## config.mk

```make
export PLATFORM = sky130hd
export DESIGN_NAME = pl0_ctrl
export DESIGN_NICKNAME = d
export VERILOG_FILES = /design/src/pl0_pkg.sv /design/src/pl0_ctrl.sv
export SDC_FILE = /design/constraint.sdc
export NUM_CORES = 1
export LEC_CHECK = 0
export ABC_AREA = 1
export BUFFER_PORTS_ARGS = -buffer_cell sky130_fd_sc_hd__clkbuf_2
export CORE_AREA = 2 2 44 46
export DETAILED_ROUTE_END_ITERATION = 16
export DIE_AREA = 0 0 46 48
export GPL_TIMING_DRIVEN = 0
export PLACE_DENSITY = 0.68
export SLEW_MARGIN = 20
export SYNTH_ARGS = -nofsm -noshare
export SYNTH_HDL_FRONTEND = slang
export SYNTH_SLANG_ARGS = --single-unit
```

## constraint.sdc

```tcl
create_clock -name clk -period 1.05 [get_ports clk]
set_input_delay 0.1575 -clock clk [delete_from_list [all_inputs] [get_ports clk]]
set_output_delay 0.1575 -clock clk [all_outputs]
set_load 0.05 [all_outputs]
```

## src/pl0_pkg.sv

```systemverilog
// shared types, codes and constants of the p-code executor
package pl0_pkg;

  localparam int STACK_DEPTH_DEF = 1024;
  localparam int CODE_DEPTH      = 2048;
  localparam int PC_W            = 11;
  localparam int MAX_NESTING     = 7;
  localparam int RESET_TOP       = 3;
  localparam int RESET_BASE      = 1;

  typedef enum logic [2:0] {
    FN_LIT = 3'd0,
    FN_OPR = 3'd1,
    FN_LOD = 3'd2,
    FN_STO = 3'd3,
    FN_CAL = 3'd4,
    FN_INT = 3'd5,
    FN_JMP = 3'd6,
    FN_JPC = 3'd7
  } fn_t;

  // opr sub-operations
  localparam logic [31:0] OPR_RET = 32'd0;
  localparam logic [31:0] OPR_NEG = 32'd1;
  localparam logic [31:0] OPR_ADD = 32'd2;
  localparam logic [31:0] OPR_SUB = 32'd3;
  localparam logic [31:0] OPR_MUL = 32'd4;
  localparam logic [31:0] OPR_DIV = 32'd5;
  localparam logic [31:0] OPR_ODD = 32'd6;
  localparam logic [31:0] OPR_EQU = 32'd7;
  localparam logic [31:0] OPR_NEQ = 32'd8;
  localparam logic [31:0] OPR_LES = 32'd9;
  localparam logic [31:0] OPR_GEQ = 32'd10;
  localparam logic [31:0] OPR_GTR = 32'd11;
  localparam logic [31:0] OPR_LEQ = 32'd12;

  // result status codes
  localparam logic [1:0] ST_OK    = 2'd0;
  localparam logic [1:0] ST_DIV0  = 2'd1;
  localparam logic [1:0] ST_RANGE = 2'd2;

  typedef enum logic [3:0] {
    S_CLEAR,
    S_IDLE,
    S_DECODE,
    S_LINK,
    S_LINKW,
    S_PREP,
    S_RD1,
    S_RD2,
    S_DIV,
    S_EXEC,
    S_WR2,
    S_WR3,
    S_FIN
  } state_t;

  // controller to datapath
  typedef struct packed {
    logic       clr_wr;
    logic       load_ir;
    logic       link_rd;
    logic       link_step;
    logic       prep_rd;
    logic       rd1;
    logic       rd2;
    logic       div_start;
    logic       exec;
    logic       commit;
    logic       wr2;
    logic       wr3;
    logic       fault;
    logic [1:0] fault_code;
    logic       out_load;
  } cmd_t;

  // datapath to controller
  typedef struct packed {
    logic clr_done;
    logic stopped;
    logic link_op;
    logic lv_err;
    logic lvcnt_zero;
    logic lvcnt_one;
    logic link_err;
    logic prep_err;
    logic need_rd1;
    logic need_rd2;
    logic is_div;
    logic div_zero;
    logic div_done;
    logic exec_err;
    logic is_cal;
    logic out_free;
  } stat_t;

endpackage

```

## src/pl0_ctrl.sv

```systemverilog
// controller state machine that sequences each instruction
module pl0_ctrl (
  input  logic          clk,
  input  logic          rst,
  input  logic          in_valid,
  output logic          in_ready,
  input  pl0_pkg::stat_t st,
  output pl0_pkg::cmd_t  cmd
);
  import pl0_pkg::*;

  state_t state;
  state_t state_next;

  // state register
  always_ff @(posedge clk) begin
    if (rst) begin
      state <= S_CLEAR;
    end else begin
      state <= state_next;
    end
  end

  // next state
  always_comb begin
    state_next = state;
    case (state)
      S_CLEAR:  if (st.clr_done) state_next = S_IDLE;
      S_IDLE:   if (in_valid) state_next = S_DECODE;
      S_DECODE: begin
        if (st.stopped) state_next = S_FIN;
        else if (st.link_op && st.lv_err) state_next = S_FIN;
        else if (st.link_op && !st.lvcnt_zero) state_next = S_LINK;
        else state_next = S_PREP;
      end
      S_LINK:   state_next = st.link_err ? S_FIN : S_LINKW;
      S_LINKW:  state_next = st.lvcnt_one ? S_PREP : S_LINK;
      S_PREP: begin
        if (st.prep_err) state_next = S_FIN;
        else if (st.need_rd1) state_next = S_RD1;
        else state_next = S_EXEC;
      end
      S_RD1:    state_next = st.need_rd2 ? S_RD2 : S_EXEC;
      S_RD2: begin
        if (st.is_div && st.div_zero) state_next = S_FIN;
        else if (st.is_div) state_next = S_DIV;
        else state_next = S_EXEC;
      end
      S_DIV:    if (st.div_done) state_next = S_EXEC;
      S_EXEC: begin
        if (st.exec_err) state_next = S_FIN;
        else if (st.is_cal) state_next = S_WR2;
        else state_next = S_FIN;
      end
      S_WR2:    state_next = S_WR3;
      S_WR3:    state_next = S_FIN;
      S_FIN:    if (st.out_free) state_next = S_IDLE;
      default:  state_next = S_CLEAR;
    endcase
  end

  // commands
  always_comb begin
    cmd = '0;
    in_ready = 1'b0;
    case (state)
      S_CLEAR:  cmd.clr_wr = 1'b1;
      S_IDLE: begin
        in_ready    = 1'b1;
        cmd.load_ir = in_valid;
      end
      S_DECODE: begin
        if (!st.stopped && st.link_op && st.lv_err) begin
          cmd.fault      = 1'b1;
          cmd.fault_code = ST_RANGE;
        end
      end
      S_LINK: begin
        if (st.link_err) begin
          cmd.fault      = 1'b1;
          cmd.fault_code = ST_RANGE;
        end else begin
          cmd.link_rd = 1'b1;
        end
      end
      S_LINKW:  cmd.link_step = 1'b1;
      S_PREP: begin
        if (st.prep_err) begin
          cmd.fault      = 1'b1;
          cmd.fault_code = ST_RANGE;
        end else begin
          cmd.prep_rd = st.need_rd1;
        end
      end
      S_RD1:    cmd.rd1 = 1'b1;
      S_RD2: begin
        cmd.rd2 = 1'b1;
        if (st.is_div && st.div_zero) begin
          cmd.fault      = 1'b1;
          cmd.fault_code = ST_DIV0;
        end else begin
          cmd.div_start = st.is_div;
        end
      end
      S_EXEC: begin
        if (st.exec_err) begin
          cmd.fault      = 1'b1;
          cmd.fault_code = ST_RANGE;
        end else begin
          cmd.exec   = 1'b1;
          cmd.commit = !st.is_cal;
        end
      end
      S_WR2:    cmd.wr2 = 1'b1;
      S_WR3: begin
        cmd.wr3    = 1'b1;
        cmd.commit = 1'b1;
      end
      S_FIN:    cmd.out_load = st.out_free;
      default:  cmd = '0;
    endcase
  end

endmodule

```

* Word-level counts from Yosys, hierarchy flattened
Index checks and enable logic that the tools add are counted.
** Storage, ports and cells
- Bits in registers :: 4
- Bits in latches :: 0
- Bits in writable memories :: 0
- ROM bits :: 0
- Input bits :: 19
- Output and inout port bits :: 17
- Word-level logic and storage cells :: 67
- Memories :: 0
** Operators by class
- Add/sub/neg operators :: 0
- $mul :: 0
- Div/mod/pow operators :: 0
- Order comparisons :: 0
- Equality and inequality tests :: 16
- Shift operators :: 0
- Multiplexer cells :: 40
- Bitwise operators :: 0
- Reduce and logical (&&, ||, !) cells :: 10
** Operators by type and width (count)
- $pmux 4 s13 :: 1
- $mux 4 :: 10
- $mux 3 :: 10
- $eq 4x4->1 const B :: 5
- $eq 4x3->1 const B :: 4
- $mux 1 :: 15
- $pmux 3 s5 :: 1
- $eq 4x2->1 const B :: 2
- $ne 2x2->1 const B :: 4
- $logic_and 1x1->1 :: 5
- $eq 4x1->1 const B :: 1
- $logic_not 4->1 :: 1
- $mux 2 :: 2
- $reduce_and 4->1 :: 1
- $logic_not 1->1 :: 3
- $pmux 1 s2 :: 1

* Longest topological paths before layout
Gate-level depths: netlist (run 1).
- Word-level depth :: 6
- Gate-level depth with buffers :: 9
- Gate-level depth less buffers :: 9

* Worst setup path after synthesis (run 1)
OpenSTA, ideal clock, no wires.
- Kind :: register -> output
- From :: register state[2]
- To :: output cmd[6] in the netlist's numbering
- Data arrival time :: 2352 ps
- Required time :: 892 ps
- Setup slack :: -1460 ps
- Cell stages (with the launch flop) :: 6
- Buffers on the path :: 0
- Path through :: dfxtp_1 > inv_4 > nand2_4 > nor3_1 > nand2_1 > o21ai_0
** RTL lines
- start: declaration :: line pl0_ctrl.sv:12 : state_t state;
- start signal: assignment :: line pl0_ctrl.sv:20 : state <= state_next;
- end: declaration :: line pl0_ctrl.sv:8 : output pl0_pkg::cmd_t cmd

==> flow_summary.yaml, run 1 <==
status:
  status: "finished with violations"
  violations: "negative setup slack"
grt:
  grtUsageTotal_pct: 26.4
  grt_pass1_vias: 1024
  grt_max_degree: 7
  antenna_found_initial: 0
  grt_pass1_wl_mm: 4.24
  grt.overflow.total: 0
routing:
  wl_per_cell_um: 19.0
  ant_nets: 0
  routed-via-count: 1176
  dr.pass1.iters: 5
  viasPerCell: 5.91
  drtIter0Drc: 70
  drc: 0
  wl_mm: 3.78
sta:
  drv_slew: 0
  setup_viol: 21
  setup_ws_ps: -523
  finalSetupTns_ps: -8820
  worst-slew-pin-transition_ps: 243
  timing.final.crit_share_pct: 150
  finalHoldViolations: 0
  whs_ps: 138
  max_freq_mhz: 636
  rsz0062_at_grt: "yes"
  max_slew_margin_pct: 83.7
  period_needed_ps: 1570
  fin_skew_ps: 3.97
pwr:
  clkPwrFrac_pct: 5.7
  p_seq_share_pct: 12.1
  share_comb_of_total_power_pct: 82.2
  swShare_pct: 54.7
  leakage_nw: 0.750
  ir_drop_mv: 1.88
  p_int_w: 0.00144
  powerDensity_nw_per_um2: 2030
  p_switching_w: 0.00174
floorplanning:
  dieArea_sq_um: 2210
  rows: 15
  initial_utilization_pct: 38.4
  die_x_um: 46
  coreArea_sq_um: 1690
  ios: 36
  fp.dieH_um: 48
clock_tree:
  numClockSinks: 4
  clockBufferDepth: 2
  root_buffer: "clkbuf_4"
  clock_latency_ps: 230
  cts_tree: "done"
  clk_pin_slew_ps: 40
  postCtsHoldBufs: 0
  cts.htree.levels: 1
  cts_buffers: 3
layout:
  regMostFlops: "state"
  layout_commonest_cell: "nand2_1"
  reg_top3: "state: 4 flops"
  layoutNonFillerInstCount: 199
  final_cell_mix: "nand2_1 (25), clkbuf_2 (18), buf_4 (17)"
  diodes: 0
  syn_to_final_growth_pct: 140
  design_area_sq_um: 1560
  largest_reg_flops: 4
  nets: 203
  drive_above_1_share_pct: 64.3
placed_design:
  portBuffers: 35
  place_ws_ps: -435
  dpl_cell_area_sq_um: 997
  gp_congestion: 0.814
  hpwl_mm: 1.63
  dpl.cell_count: 173
worst_setup_path:
  endpoint_kind: "primary output"
  required_ps: 890
  cp_max_fo: 5
  arrival_ps: 1420
  worstSetupStartpointType: "flop"
  cpMaxStageDelayCell: "dfxtp_4"
  critical_path.top_delay_family: "flip-flops"
  timing.rr.start: "state[2]$_SDFFE_PP0P_"
  critPathBufInv: 3
  critPathLaunch: "state[2]$_SDFFE_PP0P_"
  slowest_delay_ps: 380
  crit_path_cell_trace: "inv_6 > nor2_4 > nand2_2 > o21ai_2 > inv_2 > nand4_1 > buf_8"
  critical_path_class: "reg -> out"
synthesis:
  netlist_area_sq_um: 649
  syn_area_per_cell_sq_um: 5.37
  synth_top_area_share_pct: 17.9
  synth_area_leaders: "nand2_1 (18%), nor2_1 (14%), dfxtp_1 (12%), inv_1 (8.1%), nand2_4 (6.9%)"
  syn-num-nets: 140
  synth_area_leader_cell: "nand2_1"
  seq_area_frac_synth_pct: 12.3
  postSynthCellCount: 121
  yosysWarnings: 0
  ys_seq_elements: 4
  synth_cell_types: 21
hold_path:
  hold_class: "in -> reg"
  min_from: "rst"
run:
  maxCapViolations: 0
[power groups by stage]
stage / Sequential (W) / Clock [W] / Combinational [W]
2_1_floorplan: 0.000341 / 0 / 0.00122
3_3_place_gp: 0.000353 / 0 / 0.00149
3_5_place_dp: 0.000354 / 0 / 0.00150
4_1_cts: 0.000378 / 0.000193 / 0.00223
5_1_grt: 0.000390 / 0.000199 / 0.00271
6_report: 0.000384 / 0.000181 / 0.00261
[path summary, 6_finish.rpt]
check | to | slack (ps) | cells past startpoint
max | cmd[3] | -520 | 7
max reg2reg | state[1]$_SDFFE_PP0P_ | -450 | 10
min reg2reg | state[2]$_SDFFE_PP0P_ | 800 | 4
min | state[3]$_SDFFE_PP0P_ | 140 | 2
[logic make-up (layout without fill, tap and decap cells)]
logic type / count (synthesis) / count (layout) / synth area share, %
flip-flops: 4 / 4 / 12.3
AND/OR/NAND/NOR: 87 / 87 / 66.5
AO/OA/AOI/OAI: 9 / 9 / 8.67
buffers and inverters: 21 / 82 / 12.5
[synthesized netlist by cell type]
master / instances
nand3_1: 7
a21oi_1: 1
nor2_2: 3
nor4_1: 1
nand3b_1: 1
inv_2: 6
nor3_1: 3
nand2_2: 4
nor2_1: 25
a21oi_2: 2
o21ai_2: 1
inv_4: 1
o21ai_1: 1
nor2_4: 3
nand4_1: 4
nand2_1: 31
nand2_4: 4
nand3_2: 1
o21ai_0: 4
dfxtp_1: 4
inv_1: 14
[through the flow]
stage | power, W | util [%]
floorplan | 0.00156 | -
global placement | 0.00184 | 59.0
detailed placement | 0.00186 | 59.0
CTS | 0.00280 | 86.8
global route | 0.00330 | 92.4
finish | 0.00317 | 92.4
[repair_timing]
action,4_1_cts,5_1_grt
endpoints found under the setup margin,21,21
buffers inserted,15,9
pin swaps,13,14
cloned,0,0
resized for setup,68,19
[layout make-up]
cell class / instances / area (sq um)
Inverter: 21 / 108
Multi-Input combinational cell: 96 / 721
Tap cell: 17 / 21.3
Timing Repair Buffer: 58 / 594
Clock buffer: 3 / 22.5
Sequential cell: 4 / 95.1
Fill cell: 60 / 128
[metal layers]
| layer | up-vias | GRT usage, % | part of all wire, % |
|---|---|---|---|
| met2 | 106 | 48.6 | 49 |
| met4 | 0 | 14.9 | 6.8 |
| met3 | 31 | 1.89 | 9.1 |
| li1 | 505 | - | - |
| met1 | 534 | 29.9 | 35 |
| met5 | - | 0 | 0 |
(Power assumes the default switching activity.)
==> run 2, diff against run 1 <==
Settings changed: GPL_TIMING_DRIVEN 0 to unset, PLACE_DENSITY 0.68 to unset, PLACE_DENSITY_LB_ADDON set to 0.25.
==> flow_summary.yaml, run 2 (synthesis gave the netlist of run 1 again) <==
worst_setup_path:
  slowest_delay_ps: 400
  critical_path_class: "reg -> reg"
  timing.rr.start: "state[0]$_SDFFE_PP0P_"
  cp_max_fo: 5
  reg2reg_slack_ps: -660
  cpMaxStageDelayCell: "dfxtp_4"
  r2r_end: "state[1]$_SDFFE_PP0P_"
  worstSetupStartpointType: "flop"
  endpoint_kind: "flop"
  crit_path_cell_trace: "inv_4 > nor2_4 > buf_6 > nand4_1 > buf_4 > nand2_2 > nor2_2 > nand2_1 > nand2_1 > nor2_1"
  rr_worst_depth: 10
  required_ps: 1210
  crit_top_cell: "nand2_1"
  arrival_ps: 1870
  critical_path.top_delay_family: "simple AND/OR/NAND/NOR gates"
  critPathBufInv: 3
sta:
  rsz0062_at_grt: "yes"
  worst-slew-pin-transition_ps: 334
  drv_slew: 0
  max_slew_margin_pct: 77.5
  finalHoldViolations: 0
  setup_ws_ps: -657
  fin_skew_ps: 16.7
  timing.final.crit_share_pct: 163
  max_freq_mhz: 586
  setup_viol: 21
  finalSetupTns_ps: -10040
  period_needed_ps: 1710
hold_path:
  whs_path_depth: 2
  min_from: "rst"
  hold_end: "state[0]$_SDFFE_PP0P_"
  hold_class: "in -> reg"
clock_tree:
  numClockSinks: 4
  clock_latency_ps: 250
  root_buffer: "clkbuf_4"
  postCtsHoldBufs: 0
  cts_buffers: 3
  cts_tree: "done"
  cts.htree.levels: 1
  clockBufferDepth: 2
  clk_pin_slew_ps: 50
placed_design:
  gp_congestion: 0.914
  dpl_cell_area_sq_um: 1280
  portBuffers: 35
  hpwl_mm: 2.19
routing:
  routed-via-count: 1375
  drc: 0
  viasPerCell: 6.55
  ant_nets: 0
  dr.pass1.iters: 5
  wl_per_cell_um: 23.3
  wl_mm: 4.89
  drtIter0Drc: 125
grt:
  grtUsageTotal_pct: 38.3
  antenna_found_initial: 0
  grt_pass1_vias: 1249
  grt_max_degree: 6
  grt_pass1_wl_mm: 5.74
  grt.overflow.total: 0
layout:
  syn_to_final_growth_pct: 151
  fin_util_pct: 96.6
  drive_above_1_share_pct: 68.4
  diodes: 0
  final_cell_mix: "nand2_1 (23), buf_4 (23), clkbuf_2 (18)"
  regMostFlops: "state"
  reg_top3: "state: 4 flops"
  largest_reg_flops: 4
  nets: 214
  design_area_sq_um: 1630
floorplanning:
  rows: 15
  dieArea_sq_um: 2210
  initial_utilization_pct: 38.4
  ios: 36
  coreArea_sq_um: 1690
  fp.dieH_um: 48
  die_x_um: 46
pwr:
  powerDensity_nw_per_um2: 2080
  ir_drop_mv: 1.79
  leakage_nw: 0.823
status:
  violations: "negative setup slack"
  status: "finished with violations"
run:
  maxCapViolations: 0
[run 2: changes by cell type in the layout (fill, tap and decap cells not counted), moves of 2 or more]
cell,before,now
nand2_2,6,9
clkbuf_16,5,3
buf_6,6,10
nand2_1,25,23
nand2_8,4,1
nor2_2,1,4
buf_8,10,8
inv_4,5,3
nand2_4,4,6
nor2_1,15,12
buf_4,17,23
buf_12,1,6
[run 2: cell type report]
| type | instances | area [sq um] |
|---|---|---|
| clock buffers | 3 | 22.5 |
| fillers | 33 | 57.6 |
| inverters | 21 | 100 |
| multi-input cells | 96 | 694 |
| flip-flops and latches | 4 | 95.1 |
| well taps | 17 | 21.3 |
| repair buffers | 69 | 698 |
[run 2: how the worst max path moves through the flow]
stage | from | depth (start not counted) | endpoint
floorplan | state[3]$_SDFFE_PP0P_ | 5 | cmd[3]
global placement | state[0]$_SDFFE_PP0P_ | 7 | cmd[3]
detailed placement | state[0]$_SDFFE_PP0P_ | 6 | cmd[3]
CTS | state[2]$_SDFFE_PP0P_ | 7 | cmd[3]
global route | state[3]$_SDFFE_PP0P_ | 9 | state[1]$_SDFFE_PP0P_
finish | state[0]$_SDFFE_PP0P_ | 10 | state[1]$_SDFFE_PP0P_
[run 2: metal layers]
metal	vias up	GRT usage [%]	wire length (um)
met2	180	68.6	2100
met5	-	0	0
li1	526	-	-
met4	0	31.4	609
met1	595	36.3	1540
met3	74	10.9	633
[run 2: through the flow]
stage,setup slack (ps),hold slack (ps),std cells,total power [W]
after floorplan,-488,211,121,0.00156
after global placement,-308,367,199,0.00234
after detailed placement,-341,379,199,0.00240
after CTS,-471,135,207,0.00292
after global routing,-636,140,210,0.00346
final,-657,138,210,0.00339
[run 2: where the power goes]
group	internal, W	leakage (nW)	switching, W
combinational	0.00116	0.773	0.00165
sequential	0.000225	0.0356	0.000134
clock	0.000129	0.0138	0.0000855
total	0.00152	0.823	0.00187
[run 2: timing repair]
item,CTS,global route
setup buffers,5,3
gates resized for setup,47,24
pin swaps,15,9
endpoints found under the setup margin,21,21
[run 2: worst reg2reg max path, stage by stage (launching register included)]
cell and delay, ps:
dfxtp_4 400, inv_4 70, nor2_4 130, buf_6 120
nand4_1 210, buf_4 230, nand2_2 50, nor2_2 40
nand2_1 80, nand2_1 100, nor2_1 180
